## src/design/afr_pkg.sv

```systemverilog
// Shared types and codes for the addressed frame receiver.
`default_nettype none

package afr_pkg;

   // Frame phases, one-hot
   typedef enum logic [4:0] {
      PH_HUNT    = 5'b00001,
      PH_ADDR_LO = 5'b00010,
      PH_ADDR_HI = 5'b00100,
      PH_LEN     = 5'b01000,
      PH_PAYLOAD = 5'b10000
   } phase_type;

   // Result kinds
   localparam logic [1:0] KIND_PAYLOAD = 2'd0;
   localparam logic [1:0] KIND_CONNECT = 2'd1;
   localparam logic [1:0] KIND_POLL    = 2'd2;

   localparam logic [7:0]  HDR_FIRST     = 8'h00;
   localparam logic [7:0]  HDR_SECOND    = 8'hFF;
   localparam logic [15:0] DEVICE_ID_RST = 16'hFFFF;

   typedef struct packed {
      phase_type   phase;
      logic        prev_zero;
      logic [7:0]  addr_low;
      logic        addressed;
      logic [7:0]  bytes_left;
      logic        first_pending;
      logic        connected;
   } frame_state_type;

   typedef struct packed {
      logic        valid;
      logic [1:0]  kind;
      logic [7:0]  payload_byte;
      logic        first;
      logic        last;
      logic        connected;
   } frame_result_type;

endpackage

`default_nettype wire

```

## src/design/afr_decode.sv

```systemverilog
// Per-byte frame decoder: next state and result for one received byte.
`default_nettype none

module afr_decode (
   input  afr_pkg::frame_state_type  cur_state,
   input  logic [7:0]                rx_byte,
   input  logic [15:0]               device_id,
   output afr_pkg::frame_state_type  nxt_state,
   output afr_pkg::frame_result_type result
);

   logic last_byte;

   assign last_byte = (cur_state.bytes_left <= 8'd1);

   always_comb begin
      nxt_state = cur_state;
      result    = '0;
      unique case (cur_state.phase)
         afr_pkg::PH_ADDR_LO: begin
            nxt_state.addr_low = rx_byte;
            nxt_state.phase    = afr_pkg::PH_ADDR_HI;
         end
         afr_pkg::PH_ADDR_HI: begin
            nxt_state.addressed = ({rx_byte, cur_state.addr_low} == device_id);
            nxt_state.phase     = afr_pkg::PH_LEN;
         end
         afr_pkg::PH_LEN: begin
            if (rx_byte != 8'd0) begin
               nxt_state.bytes_left    = rx_byte;
               nxt_state.first_pending = 1'b1;
               nxt_state.phase         = afr_pkg::PH_PAYLOAD;
            end else begin
               nxt_state.phase = afr_pkg::PH_HUNT;
               if (cur_state.addressed) begin
                  result.valid = 1'b1;
                  result.last  = 1'b1;
                  if (!cur_state.connected) begin
                     nxt_state.connected = 1'b1;
                     result.kind         = afr_pkg::KIND_CONNECT;
                  end else begin
                     result.kind = afr_pkg::KIND_POLL;
                  end
               end
            end
         end
         afr_pkg::PH_PAYLOAD: begin
            nxt_state.first_pending = 1'b0;
            nxt_state.bytes_left    = last_byte ? 8'd0 : cur_state.bytes_left - 8'd1;
            if (last_byte) begin
               nxt_state.phase = afr_pkg::PH_HUNT;
            end
            result.valid        = cur_state.addressed;
            result.kind         = afr_pkg::KIND_PAYLOAD;
            result.payload_byte = rx_byte;
            result.first        = cur_state.first_pending;
            result.last         = last_byte;
         end
         default: begin
            nxt_state.phase = afr_pkg::PH_HUNT;
            if (cur_state.prev_zero && (rx_byte == afr_pkg::HDR_SECOND)) begin
               nxt_state.phase     = afr_pkg::PH_ADDR_LO;
               nxt_state.addressed = 1'b0;
            end
            nxt_state.prev_zero = (rx_byte == afr_pkg::HDR_FIRST);
         end
      endcase
      result.connected = nxt_state.connected;
   end

endmodule

`default_nettype wire

```

## src/design/addressed_frame_receiver_top.sv

```systemverilog
// Top level of the addressed frame receiver: input register, decoder, result register.
`default_nettype none

// A request is taken into the input register, decoded, and its result (if any) loaded into the result register.
// Throughput: one request per cycle; the decoder runs once per byte between the
//   input register and the result register, and the input stalls only while a
//   held result is stalled downstream.
// Reset (synchronous, active high): hunting for a header, not connected,
//   device id 0xFFFF, both registers empty.
module addressed_frame_receiver_top (
   input  logic        clock,
   input  logic        reset,
   // request channel
   input  logic        req_valid,
   output logic        req_stall,
   input  logic [7:0]  req_rx_byte,
   // result channel
   output logic        rsp_valid,
   input  logic        rsp_stall,
   output logic [1:0]  rsp_kind,
   output logic [7:0]  rsp_payload_byte,
   output logic        rsp_first_of_frame,
   output logic        rsp_last_of_frame,
   output logic        rsp_link_connected,
   // configuration write channel
   input  logic        csr_valid,
   output logic        csr_ready,
   input  logic [15:0] csr_device_id
);

   // Device id register
   logic [15:0] device_id_ff;
   logic [15:0] device_id_in;

   // Input register
   logic        in_valid_ff;
   logic        in_valid_in;
   logic [7:0]  in_byte_ff;
   logic [7:0]  in_byte_in;

   // Frame state
   afr_pkg::frame_state_type  state_ff;
   afr_pkg::frame_state_type  state_in;
   afr_pkg::frame_state_type  state_nxt;
   afr_pkg::frame_result_type result;

   // Result register
   logic        out_valid_ff;
   logic        out_valid_in;
   afr_pkg::frame_result_type out_ff;
   afr_pkg::frame_result_type out_in;

   logic out_free;
   logic fire;

   // The result slot is free when empty or being taken this cycle
   assign out_free  = !out_valid_ff || !rsp_stall;
   // Decode the held request only when its result has somewhere to go
   assign fire      = in_valid_ff && out_free;
   // Hold the request register while its byte cannot be decoded
   assign req_stall = in_valid_ff && !out_free;
   assign csr_ready = 1'b1;

   afr_decode u_decode (
      .cur_state (state_ff),
      .rx_byte   (in_byte_ff),
      .device_id (device_id_ff),
      .nxt_state (state_nxt),
      .result    (result)
   );

   always_comb begin
      device_id_in = device_id_ff;
      if (csr_valid && csr_ready) begin
         device_id_in = csr_device_id;
      end

      // Take a new request whenever the register is not held
      in_valid_in = in_valid_ff;
      in_byte_in  = in_byte_ff;
      if (!req_stall) begin
         in_valid_in = req_valid;
         in_byte_in  = req_rx_byte;
      end

      // Advance the frame state only on a decoded byte
      state_in = fire ? state_nxt : state_ff;

      // Load a fresh result, drop a taken one, otherwise hold
      out_in = out_ff;
      if (fire && result.valid) begin
         out_valid_in = 1'b1;
         out_in       = result;
      end else if (rsp_stall) begin
         out_valid_in = out_valid_ff;
      end else begin
         out_valid_in = 1'b0;
      end
   end

   always_ff @(posedge clock) begin
      if (reset) begin
         device_id_ff <= afr_pkg::DEVICE_ID_RST;
         in_valid_ff  <= 1'b0;
         out_valid_ff <= 1'b0;
         state_ff     <= '{phase:         afr_pkg::PH_HUNT,
                           prev_zero:     1'b0,
                           addr_low:      8'd0,
                           addressed:     1'b0,
                           bytes_left:    8'd0,
                           first_pending: 1'b0,
                           connected:     1'b0};
      end else begin
         device_id_ff <= device_id_in;
         in_valid_ff  <= in_valid_in;
         out_valid_ff <= out_valid_in;
         state_ff     <= state_in;
      end
   end

   // Payload registers need no reset
   always_ff @(posedge clock) begin
      in_byte_ff <= in_byte_in;
      out_ff     <= out_in;
   end

   assign rsp_valid          = out_valid_ff;
   assign rsp_kind           = out_ff.kind;
   assign rsp_payload_byte   = out_ff.payload_byte;
   assign rsp_first_of_frame = out_ff.first;
   assign rsp_last_of_frame  = out_ff.last;
   assign rsp_link_connected = out_ff.connected;

   // Request results are always single-item frames with no payload
   a_request_shape : assert property (@(posedge clock) disable iff (reset)
      (rsp_valid && (rsp_kind != afr_pkg::KIND_PAYLOAD)) |->
         (rsp_last_of_frame && !rsp_first_of_frame && (rsp_payload_byte == 8'd0)))
      else $error("request result with payload marks");

   // A connect or poll result always reports the link as connected
   a_request_connected : assert property (@(posedge clock) disable iff (reset)
      (rsp_valid && (rsp_kind != afr_pkg::KIND_PAYLOAD)) |-> rsp_link_connected)
      else $error("request result without connected flag");

   // Once connected, the link stays connected until reset
   a_connected_sticky : assert property (@(posedge clock) disable iff (reset)
      state_ff.connected |=> state_ff.connected)
      else $error("connected flag dropped");

   // A byte is decoded only when the result slot can take it
   a_no_overwrite : assert property (@(posedge clock) disable iff (reset)
      (out_valid_ff && rsp_stall) |=> $stable(out_ff))
      else $error("held result overwritten");

endmodule

`default_nettype wire
```

## config.mk

```make
export PLATFORM = sky130hd
export DESIGN_NAME = addressed_frame_receiver_top
export DESIGN_NICKNAME = d
export VERILOG_FILES = /design/src/design/afr_pkg.sv /design/src/design/afr_decode.sv /design/src/design/addressed_frame_receiver_top.sv
export SDC_FILE = /design/constraint.sdc
export NUM_CORES = 1
export LEC_CHECK = 0
export BUFFER_PORTS_ARGS = -buffer_cell sky130_fd_sc_hd__buf_2
export CORE_ASPECT_RATIO = 1.4
export CORE_MARGIN = 2
export CORE_UTILIZATION = 40
export CTS_BUF_LIST = sky130_fd_sc_hd__clkbuf_8
export CTS_CLUSTER_DIAMETER = 150
export DETAILED_ROUTE_END_ITERATION = 16
export GPL_ROUTABILITY_DRIVEN = 1
export PLACE_DENSITY_LB_ADDON = 0.05
export SETUP_SLACK_MARGIN = 0.1
export SYNTH_ARGS = -nofsm -noshare
export SYNTH_HDL_FRONTEND = slang
export SYNTH_SLANG_ARGS = --single-unit
```

## constraint.sdc

```tcl
create_clock -name clock -period 2.55 [get_ports clock]
set_input_delay 0 -clock clock [delete_from_list [all_inputs] [get_ports clock]]
set_output_delay 0 -clock clock [all_outputs]
set_load 0.02 [all_outputs]
```

==> impl_results.md, run 1 <==
- Total Routed Length: 6.98 mm
- CP Capture Type: flip-flop
- Port bufs: 43
- Vias per std cell: 5.04
- # IOs: 45
- Unrepaired setup endpoints after global routing: no
- Syn Inst Count: 302
- Die area: 8220 sq um
- Asr flop ratio synth: 0
- First-pass GRT wire length: 11.7 mm
- R2r setup slk: 0.33 ns
- Slew Limit Fails: 0
- Fill cells: 707
- Clk buf depth: 2
- Area contributors post-synth: dfxtp_1 (29%), edfxtp_1 (21%), a211o_1 (4.7%)
- # diodes: 0
- #FFs+latches synth: 64
- Int Pwr: 1.73 mW
- Leading area contributor after synthesis: dfxtp_1
- Die width: 77.2 um
- Largest net degree at the start of global routing: 45
- Pleak: 1.56 nW
- Crit-path max FO: 13
- Final Setup Violations: 0
- Sequential Power Share: 0.497
- Total CTS buffers: 9
- Layout Nets: 409
- Vias: 2420
- Antenna violations before repair: 0
- Skew final: 0.00920 ns
- Post-synthesis sequential area ratio: 0.497
- Outcome: completed
- Sw frac: 0.214
- Initial core utilization: 0.410
- Reg clk slew, reported paths: 0.07 ns
- Setup WS post-layout: 0.326 ns
- DP Wirelength: 4.81 mm
- Critical Path AT: 2.23 ns
- Critical Path RT: 2.56 ns
- Crit start category: flip-flop
- CTS root buf: clkbuf_8
- Ratio of cells with drive above 1 in the final layout: 0.222
- Pre-antenna DRT Iters: 6
- Main synth FF type: dfxtp_1
- CTS resizes: 0
- CTS Sinks: 64
- Number of synthesized flops with an enable pin: 21
- Post-CTS Setup Inserts: 0
- H-Tree Depth: 3
- Logic pwr share: 0.074
- WL per Instance: 14.5 um
- Final Wtd Congestion: 0.818
- Worst skew pair latency: 0.34 ns
- Worst Setup Path Type: reg2reg
- Total GRT Usage: 0.183
- CTS tree: built
- Sw Pwr: 470 uW
- DRC errors left: 0
- VDD IR max: 0.402 mV
- Post-Syn Area: 3000 sq um
- Achievable clock frequency: 0.450 GHz
- Fin crit share: 0.872
- Sum Neg Setup Slack: 0 ns
- HP Class: in2reg
- Die Height: 106 um
- Rows: 37
- Area growth from synthesis to layout: 27.5%
- Final hold violation count: 0
- Avg Inst Size Synth: 9.94 sq um
- DRT iter0 DRCs: 115
- Grt ovf: 0
- Syn nets: 333
- Vias in the first global route: 2377
- Slew @ Worst Pin: 0.530 ns
- Synth warnings: 0
- Max-cap violation count: 0
- Pre-CTS setup slack: 0.319 ns
- DRT antenna net count: 0
- Clock Power Share: 0.429
- Tmin final: 2.22 ns
- Core Region: 7310 sq um
- Worst slew margin: 0.646
- Synth cell types: 47
- P per Cell Area: 575 nW/um^2
- Yosys top cell area share: 0.287
- Post-CTS Hold Fix Bufs: 26
[placed cells by master, fill, tap and decap left out, types with 7 or more instances in the layout]
master,synthesis,layout
nand3_1,9,9
a21oi_1,18,18
buf_2,2,43
edfxtp_1,21,21
nand2_1,24,24
inv_1,6,8
clkbuf_8,0,10
a211o_1,16,16
dfxtp_1,43,43
nor2_1,22,22
mux2i_1,9,9
o21ai_0,8,8
xnor2_1,13,13
and3_1,9,9
buf_4,1,11
nor2b_1,19,19
dlygate4sd3_1,0,26
o21ai_1,7,7
[flip-flops by register name (all words and copies together), names as in the netlist]
name and flops:
device_id_ff 16, in_byte_ff 8, in_valid_ff 1, rsp_first_of_frame 1
rsp_kind 2, rsp_last_of_frame 1, rsp_link_connected 1, rsp_payload_byte 8
rsp_valid 1, state_ff 25
[worst max-delay path, stage by stage, from the launching register on]
cell and delay [ns]:
edfxtp_1 0.49, or4_4 0.57, or2_4 0.28, o21ai_2 0.18, and3_2 0.38
[routing by layer]
metal	up-vias	wire, um	global-route usage	share of wire
met4	0	118	0.0714	0.017
met2	52	3640	0.327	0.52
met3	15	237	0.0374	0.034
met1	1119	2990	0.213	0.43
li1	1234	-	-	-
met5	-	0	0	0
[Yosys cell counts (3+ instances only)]
cell	number
dfxtp_1	43
nand2_1	24
nor2_1	22
edfxtp_1	21
nor2b_1	19
a21oi_1	18
a211o_1	16
xnor2_1	13
clkbuf_1	11
and3_1	9
mux2i_1	9
nand3_1	9
o21ai_0	8
o21ai_1	7
a21o_1	6
inv_1	6
nand4_1	6
nor3_1	5
a211oi_1	4
or4_1	4
xor2_1	4
o21ai_2	3
[final cells by class]
type                    instances  area, sq um  share of cell area
multi-input cells             217         1420               0.371
well taps                      97          121              0.0317
flip-flops and latches         64         1490               0.390
inverters                       6         22.5             0.00589
clock inverters                 6         77.6              0.0203
repair buffers                 80          558               0.146
clock buffers                  10          138              0.0360
[stage by stage]
stage	hold slack, ns	total power [mW]	instance area [sq um]	util	std cells
2_1_floorplan	0.0989	1.19	3000	-	302
3_3_place_gp	0.180	1.25	3350	0.458	438
3_5_place_dp	0.180	1.25	3350	0.458	438
4_1_cts	0.0968	2.23	3830	0.523	480
5_1_grt	0.135	2.30	3830	0.523	480
6_report	0.111	2.20	3830	0.523	480
[logic make-up (layout without fill, tap and decap cells)]
group                    count (synthesis)  in the layout  synth area share
AO/OA/AOI/OAI                           72             72             0.166
flip-flops                              64             64             0.497
AND/OR/NAND/NOR                        116            116             0.217
XOR/XNOR                                17             17            0.0496
buffers and inverters                   21            102            0.0308
multiplexers                             9              9            0.0300
adder cells (fa/ha/maj)                  2              2           0.00834
other                                    1              1           0.00125
[worst paths after layout]
kind / cells after the start / from / endpoint
setup / recovery: 4 / in_byte_ff[4]$_DFFE_PN_ / rsp_payload_byte[1]$_SDFFCE_PP0P_
hold reg to reg: 2 / state_ff[0]$_SDFFE_PP0P_ / state_ff[0]$_SDFFE_PP0P_
hold / removal: 5 / reset / state_ff[10]$_SDFFE_PP0P_
setup reg to reg: 4 / in_byte_ff[4]$_DFFE_PN_ / rsp_payload_byte[1]$_SDFFCE_PP0P_
[power groups by stage]
| stage | clock [mW] | sequential [mW] | combinational (mW) |
|---|---|---|---|
| 2_1_floorplan | 0 | 1.12 | 0.0785 |
| 3_3_place_gp | 0 | 1.12 | 0.133 |
| 3_5_place_dp | 0 | 1.12 | 0.134 |
| 4_1_cts | 0.974 | 1.09 | 0.165 |
| 5_1_grt | 1.02 | 1.10 | 0.181 |
| 6_report | 0.944 | 1.09 | 0.164 |
Note: power is estimated with default switching activity, not from simulation.
==> run 2: changes to the inputs <==
GPL_TIMING_DRIVEN = 0   (was unset)
==> impl_results.md, run 2 (synthesis results as in run 1) <==
- RR Endpoint: rsp_payload_byte[2]$_SDFFCE_PP0P_ (was rsp_payload_byte[1]$_SDFFCE_PP0P_)
- # diodes: 0 (unchanged)
- VDD IR max: 0.348 mV (was 0.402 mV)
- Outcome: completed (unchanged)
- First-pass GRT wire length: 12.1 mm (was 11.7 mm)
- Die Height: 106 um (unchanged)
- Area growth from synthesis to layout: 27.3% (was 27.5%)
- Final Wtd Congestion: 0.826 (was 0.818)
- Core Region: 7310 sq um (unchanged)
- Total CTS buffers: 9 (unchanged)
- HP Class: in2reg (unchanged)
- Worst hold slack: 0.0118 ns (was 0.111 ns)
- Worst skew pair latency: 0.35 ns (was 0.34 ns)
- Commonest non-fill, non-tap cell in the layout: buf_2
- P per Cell Area: 577 nW/um^2 (was 575 nW/um^2)
- R2R depth: 4 (unchanged)
- Layout Nets: 413 (was 409)
- Hold path start: csr_valid (was reset)
- Placed Cells: 441 (was 438)
- Fill cells: 710 (was 707)
- Finished Layout Cells: 484 (was 480)
- Fin crit share: 0.888 (was 0.872)
- Pleak: 1.53 nW (was 1.56 nW)
- Slew Limit Fails: 0 (unchanged)
- Skew final: 0.0113 ns (was 0.00920 ns)
- CTS root buf: clkbuf_8 (unchanged)
- Setup WS post-layout: 0.285 ns (was 0.326 ns)
- DRT antenna net count: 0 (unchanged)
- Crit-path max FO: 13 (unchanged)
- Top reg by flops: state_ff (unchanged)
- Die width: 77.2 um (unchanged)
- R2r setup slk: 0.28 ns (was 0.33 ns)
- Vias in the first global route: 2402 (was 2377)
- Sum Neg Setup Slack: 0 ns (unchanged)
- Crit start category: flip-flop (unchanged)
- Pre-antenna DRT Iters: 4 (was 6)
- CTS Sinks: 64 (unchanged)
- Post-layout util: 0.522 (was 0.523)
- Pre-CTS setup slack: 0.205 ns (was 0.319 ns)
- Rows: 37 (unchanged)
- Commonest cells after routing, fill and taps aside: buf_2 (44), dfxtp_1 (43), dlygate4sd3_1 (27), nand2_1 (24), nor2_1 (22) (was dfxtp_1 (43), buf_2 (43), dlygate4sd3_1 (26), nand2_1 (24), nor2_1 (22))
- Worst Setup Path Type: reg2reg (unchanged)
- H-Tree Depth: 3 (unchanged)
- Antenna violations before repair: 0 (unchanged)
- Worst slew margin: 0.593 (was 0.646)
- Total Routed Length: 7.33 mm (was 6.98 mm)
- Ratio of cells with drive above 1 in the final layout: 0.199 (was 0.222)
- Worst r2r src: in_byte_ff[5]$_DFFE_PN_ (was in_byte_ff[4]$_DFFE_PN_)
- Unrepaired setup endpoints after global routing: no (unchanged)
- Achievable clock frequency: 0.441 GHz (was 0.450 GHz)
- Top flop regs: state_ff x25, device_id_ff x16 (unchanged)
- Die area: 8220 sq um (unchanged)
- Total GRT Usage: 0.191 (was 0.183)
- Max reg flops: 25 (unchanged)
- Tmin final: 2.27 ns (was 2.22 ns)
- DRT iter0 DRCs: 137 (was 115)
- Initial core utilization: 0.410 (unchanged)
- WL per Instance: 15.1 um (was 14.5 um)
- DRC errors left: 0 (unchanged)
- # IOs: 45 (unchanged)
- Port bufs: 42 (was 43)
- Grt ovf: 0 (unchanged)
- Clk buf depth: 2 (unchanged)
- Reg clk slew, reported paths: 0.08 ns (was 0.07 ns)
- Slew @ Worst Pin: 0.611 ns (was 0.530 ns)
- Hold Path Depth: 3 (was 5)
- CP Capture Type: flip-flop (unchanged)
- Max-cap violation count: 0 (unchanged)
- DP Wirelength: 5.12 mm (was 4.81 mm)
- Critical Path RT: 2.59 ns (was 2.56 ns)
- Hold Path End: device_id_ff[14]$_SDFFE_PP1P_ (was state_ff[10]$_SDFFE_PP0P_)
- Critical Path AT: 2.30 ns (was 2.23 ns)
- Vias per std cell: 5.06 (was 5.04)
- Largest net degree at the start of global routing: 14 (was 45)
- Final Setup Violations: 0 (unchanged)
- Worst Setup SP: in_byte_ff[5]$_DFFE_PN_ (was in_byte_ff[4]$_DFFE_PN_)
- Vias: 2449 (was 2420)
- CTS tree: built (unchanged)
- Final hold violation count: 0 (unchanged)
[run 2: metal layers]
metal / up-vias / track usage / wire (um)
met2: 64 / 0.342 / 3800
met1: 1128 / 0.215 / 3070
met4: 0 / 0.0880 / 175
li1: 1244 / - / -
met3: 13 / 0.0416 / 279
met5: - / 0 / 0
[run 2: area by class of cell]
| class | count | area, sq um | area share |
|---|---|---|---|
| multi-input combinational | 217 | 1420 | 0.372 |
| timing repair buffer | 69 | 480 | 0.126 |
| tap | 97 | 121 | 0.0318 |
| clock buffer | 9 | 124 | 0.0324 |
| buffer | 15 | 70.1 | 0.0183 |
| sequential | 64 | 1490 | 0.390 |
| clock inverter | 7 | 88.8 | 0.0233 |
| inverter | 6 | 22.5 | 0.00590 |
[run 2: per-stage QoR]
stage | cell area [sq um] | power [mW]
after floorplan | 3000 | 1.19
after global placement | 3330 | 1.25
after detailed placement | 3330 | 1.25
after CTS | 3820 | 2.21
after global routing | 3820 | 2.28
final | 3820 | 2.21
[run 2: report_power, final]
part / total (mW) / leakage [nW] / switching (mW) / internal [mW]
clock: 0.951 / 0.112 / 0.407 / 0.543
sequential: 1.11 / 0.542 / 0.0315 / 1.07
combinational: 0.150 / 0.872 / 0.0629 / 0.0867
[run 2: how the worst max path moves through the flow]
stage                                        endpoint  slack, ns  depth (start not counted)
floorplan            rsp_first_of_frame$_SDFFCE_PP0P_       0.46                          4
global placement    rsp_payload_byte[3]$_SDFFCE_PP0P_       0.23                          4
detailed placement  rsp_payload_byte[3]$_SDFFCE_PP0P_       0.20                          4
CTS                 rsp_payload_byte[2]$_SDFFCE_PP0P_       0.18                          4
global route        rsp_payload_byte[3]$_SDFFCE_PP0P_       0.17                          4
finish              rsp_payload_byte[2]$_SDFFCE_PP0P_       0.28                          4
[run 2: worst max-delay path: stages (launching register included)]
cell and delay (ns):
edfxtp_1 0.57, or4_4 0.56, or2_4 0.28, o21ai_2 0.20, and3_4 0.32
[run 2: what timing repair did]
item / in CTS / in global routing
endpoints found under the setup margin: 0 / 13
gates resized for setup: 0 / 1
buffers inserted: 0 / 0
endpoints found under the hold margin: 26 / 0
hold buffers: 27 / 0
==> run 3: changes to the inputs <==
HOLD_SLACK_MARGIN = 0.12   (was unset)
==> impl_results.md, run 3 (synthesis results as in run 1) <==
- Vias: 2451 (was 2449)
- Pre-antenna DRT Iters: 5 (was 4)
- Slew Limit Fails: 0 (unchanged)
- Antenna violations before repair: 0 (unchanged)
- CTS root buf: clkbuf_8 (unchanged)
- Port bufs: 42 (unchanged)
- Outcome: completed (unchanged)
- Clk buf depth: 2 (unchanged)
- Worst Setup Path Type: reg2reg (unchanged)
- # diodes: 0 (unchanged)
- DRT iter0 DRCs: 132 (was 137)
- Total CTS buffers: 9 (unchanged)
- Layout Nets: 415 (was 413)
- CTS Sinks: 64 (unchanged)
- P per Cell Area: 574 nW/um^2 (was 577 nW/um^2)
- Post-CTS Setup Inserts: 0 (unchanged)
- Worst r2r src: in_byte_ff[5]$_DFFE_PN_ (unchanged)
- Grt ovf: 0 (unchanged)
- DRC errors left: 0 (unchanged)
- Max-cap violation count: 0 (unchanged)
- Die area: 8220 sq um (unchanged)
- Worst Setup SP: in_byte_ff[5]$_DFFE_PN_ (unchanged)
- Core Region: 7310 sq um (unchanged)
- Area occupied by multi-input gates: 1420 sq um (unchanged)
- Finished Layout Cells: 486 (was 484)
- Final Setup Violations: 0 (unchanged)
- CTS tree: built (unchanged)
- Area growth from synthesis to layout: 27.9% (was 27.3%)
- Commonest cells after routing, fill and taps aside: buf_2 (44), dfxtp_1 (43), dlygate4sd3_1 (29), nand2_1 (24), nor2_1 (22) (was buf_2 (44), dfxtp_1 (43), dlygate4sd3_1 (27), nand2_1 (24), nor2_1 (22))
- Placed Cells: 441 (unchanged)
- Ratio of cells with drive above 1 in the final layout: 0.198 (was 0.199)
- Rows: 37 (unchanged)
- Vias per std cell: 5.04 (was 5.06)
- DRT antenna net count: 0 (unchanged)
- Tmin final: 2.27 ns (about the same)
- Reg clk slew, reported paths: 0.08 ns (about the same)
- Skew final: 0.0115 ns (was 0.0113 ns)
- Crit start category: flip-flop (unchanged)
- Crit-path max FO: 13 (unchanged)
- Pleak: 1.53 nW (about the same)
- Worst slew margin: 0.596 (was 0.593)
- Total GRT Usage: 0.192 (was 0.191)
- H-Tree Depth: 3 (unchanged)
- Fin crit share: 0.892 (was 0.888)
- Slew @ Worst Pin: 0.606 ns (was 0.611 ns)
- Commonest non-fill, non-tap cell in the layout: buf_2 (unchanged)
- Largest net degree at the start of global routing: 14 (unchanged)
- Critical Path AT: 2.31 ns (was 2.30 ns)
- Hold path start: reset (was csr_valid)
- # IOs: 45 (unchanged)
- Final Wtd Congestion: 0.826 (unchanged)
- Die width: 77.2 um (unchanged)
- Placed cell area: 3330 sq um (unchanged)
- Top reg by flops: state_ff (unchanged)
- Vias in the first global route: 2410 (was 2402)
- Final hold violation count: 0 (unchanged)
- HP Class: in2reg (unchanged)
- Die Height: 106 um (unchanged)
- First-pass GRT wire length: 12.1 mm (about the same)
- Worst skew pair latency: 0.35 ns (about the same)
- Fill cells: 707 (was 710)
- Total Routed Length: 7.34 mm (was 7.33 mm)
- Sum Neg Setup Slack: 0 ns (unchanged)
- Critical Path RT: 2.59 ns (about the same)
- Achievable clock frequency: 0.440 GHz (was 0.441 GHz)
- Unrepaired setup endpoints after global routing: no (unchanged)
- VDD IR max: 0.347 mV (was 0.348 mV)
- Post-route design area: 3840 sq um (was 3820 sq um)
- Initial core utilization: 0.410 (unchanged)
- DP Wirelength: 5.12 mm (unchanged)
- Top flop regs: state_ff x25, device_id_ff x16 (unchanged)
- Max reg flops: 25 (unchanged)
- Sequential Area: 1490 sq um (unchanged)
- Worst hold slack: 0.250 ns (was 0.0118 ns)
- CP Capture Type: flip-flop (unchanged)
- WL per Instance: 15.1 um (about the same)
## run 3: changes by cell type in the layout (fill, tap and decap cells not counted), sizes merged
cell and change:
dlygate4sd3 +2
## run 3: timing repair
action | 4_1_cts | 5_1_grt
hold buffers | 29 | 0
hold endpoints to repair | 29 | 0
endpoints found under the setup margin | 0 | 13
gates resized for setup | 0 | 1
## run 3: final cells by class
class                           instances  area share
Inverter                                6     0.00587
Timing Repair Buffer                   71       0.130
Sequential cell                        64       0.388
Buffer                                 15      0.0182
Clock buffer                            9      0.0323
Clock inverter                          7      0.0231
Multi-Input combinational cell        217       0.370
Tap cell                               97      0.0316
## run 3: worst paths after layout
check / end / cells after the start / slack [ns]
hold / removal: state_ff[8]$_SDFFE_PP0P_ / 4 / 0.25
setup reg to reg: rsp_payload_byte[4]$_SDFFCE_PP0P_ / 4 / 0.28
hold reg to reg: state_ff[0]$_SDFFE_PP0P_ / 2 / 0.50
setup / recovery: rsp_payload_byte[4]$_SDFFCE_PP0P_ / 4 / 0.28
## run 3: layer usage
metal,track usage,share of wire,wire length [um],vias up
li1,-,-,-,1247
met1,0.215,0.42,3070,1128
met2,0.342,0.52,3790,61
met3,0.0416,0.038,279,15
met4,0.0880,0.028,206,0
met5,0,0,0,-
## run 3: worst max-delay path: stages (launching register included)
cell      delay (ns)
edfxtp_1        0.58
or4_4           0.57
or2_4           0.28
o21ai_2         0.21
and3_4          0.32
## run 3: metrics by stage
stage,setup WS [ns],power (mW),utilization
after floorplan,0.464,1.19,-
after global placement,0.229,1.25,0.456
after detailed placement,0.205,1.25,0.456
after CTS,0.181,2.22,0.524
after global routing,0.165,2.28,0.525
final,0.277,2.21,0.525
## run 3: report_power, final
group,switching (mW),internal (mW)
clock,0.404,0.543
combinational,0.0632,0.0893
sequential,0.0318,1.07
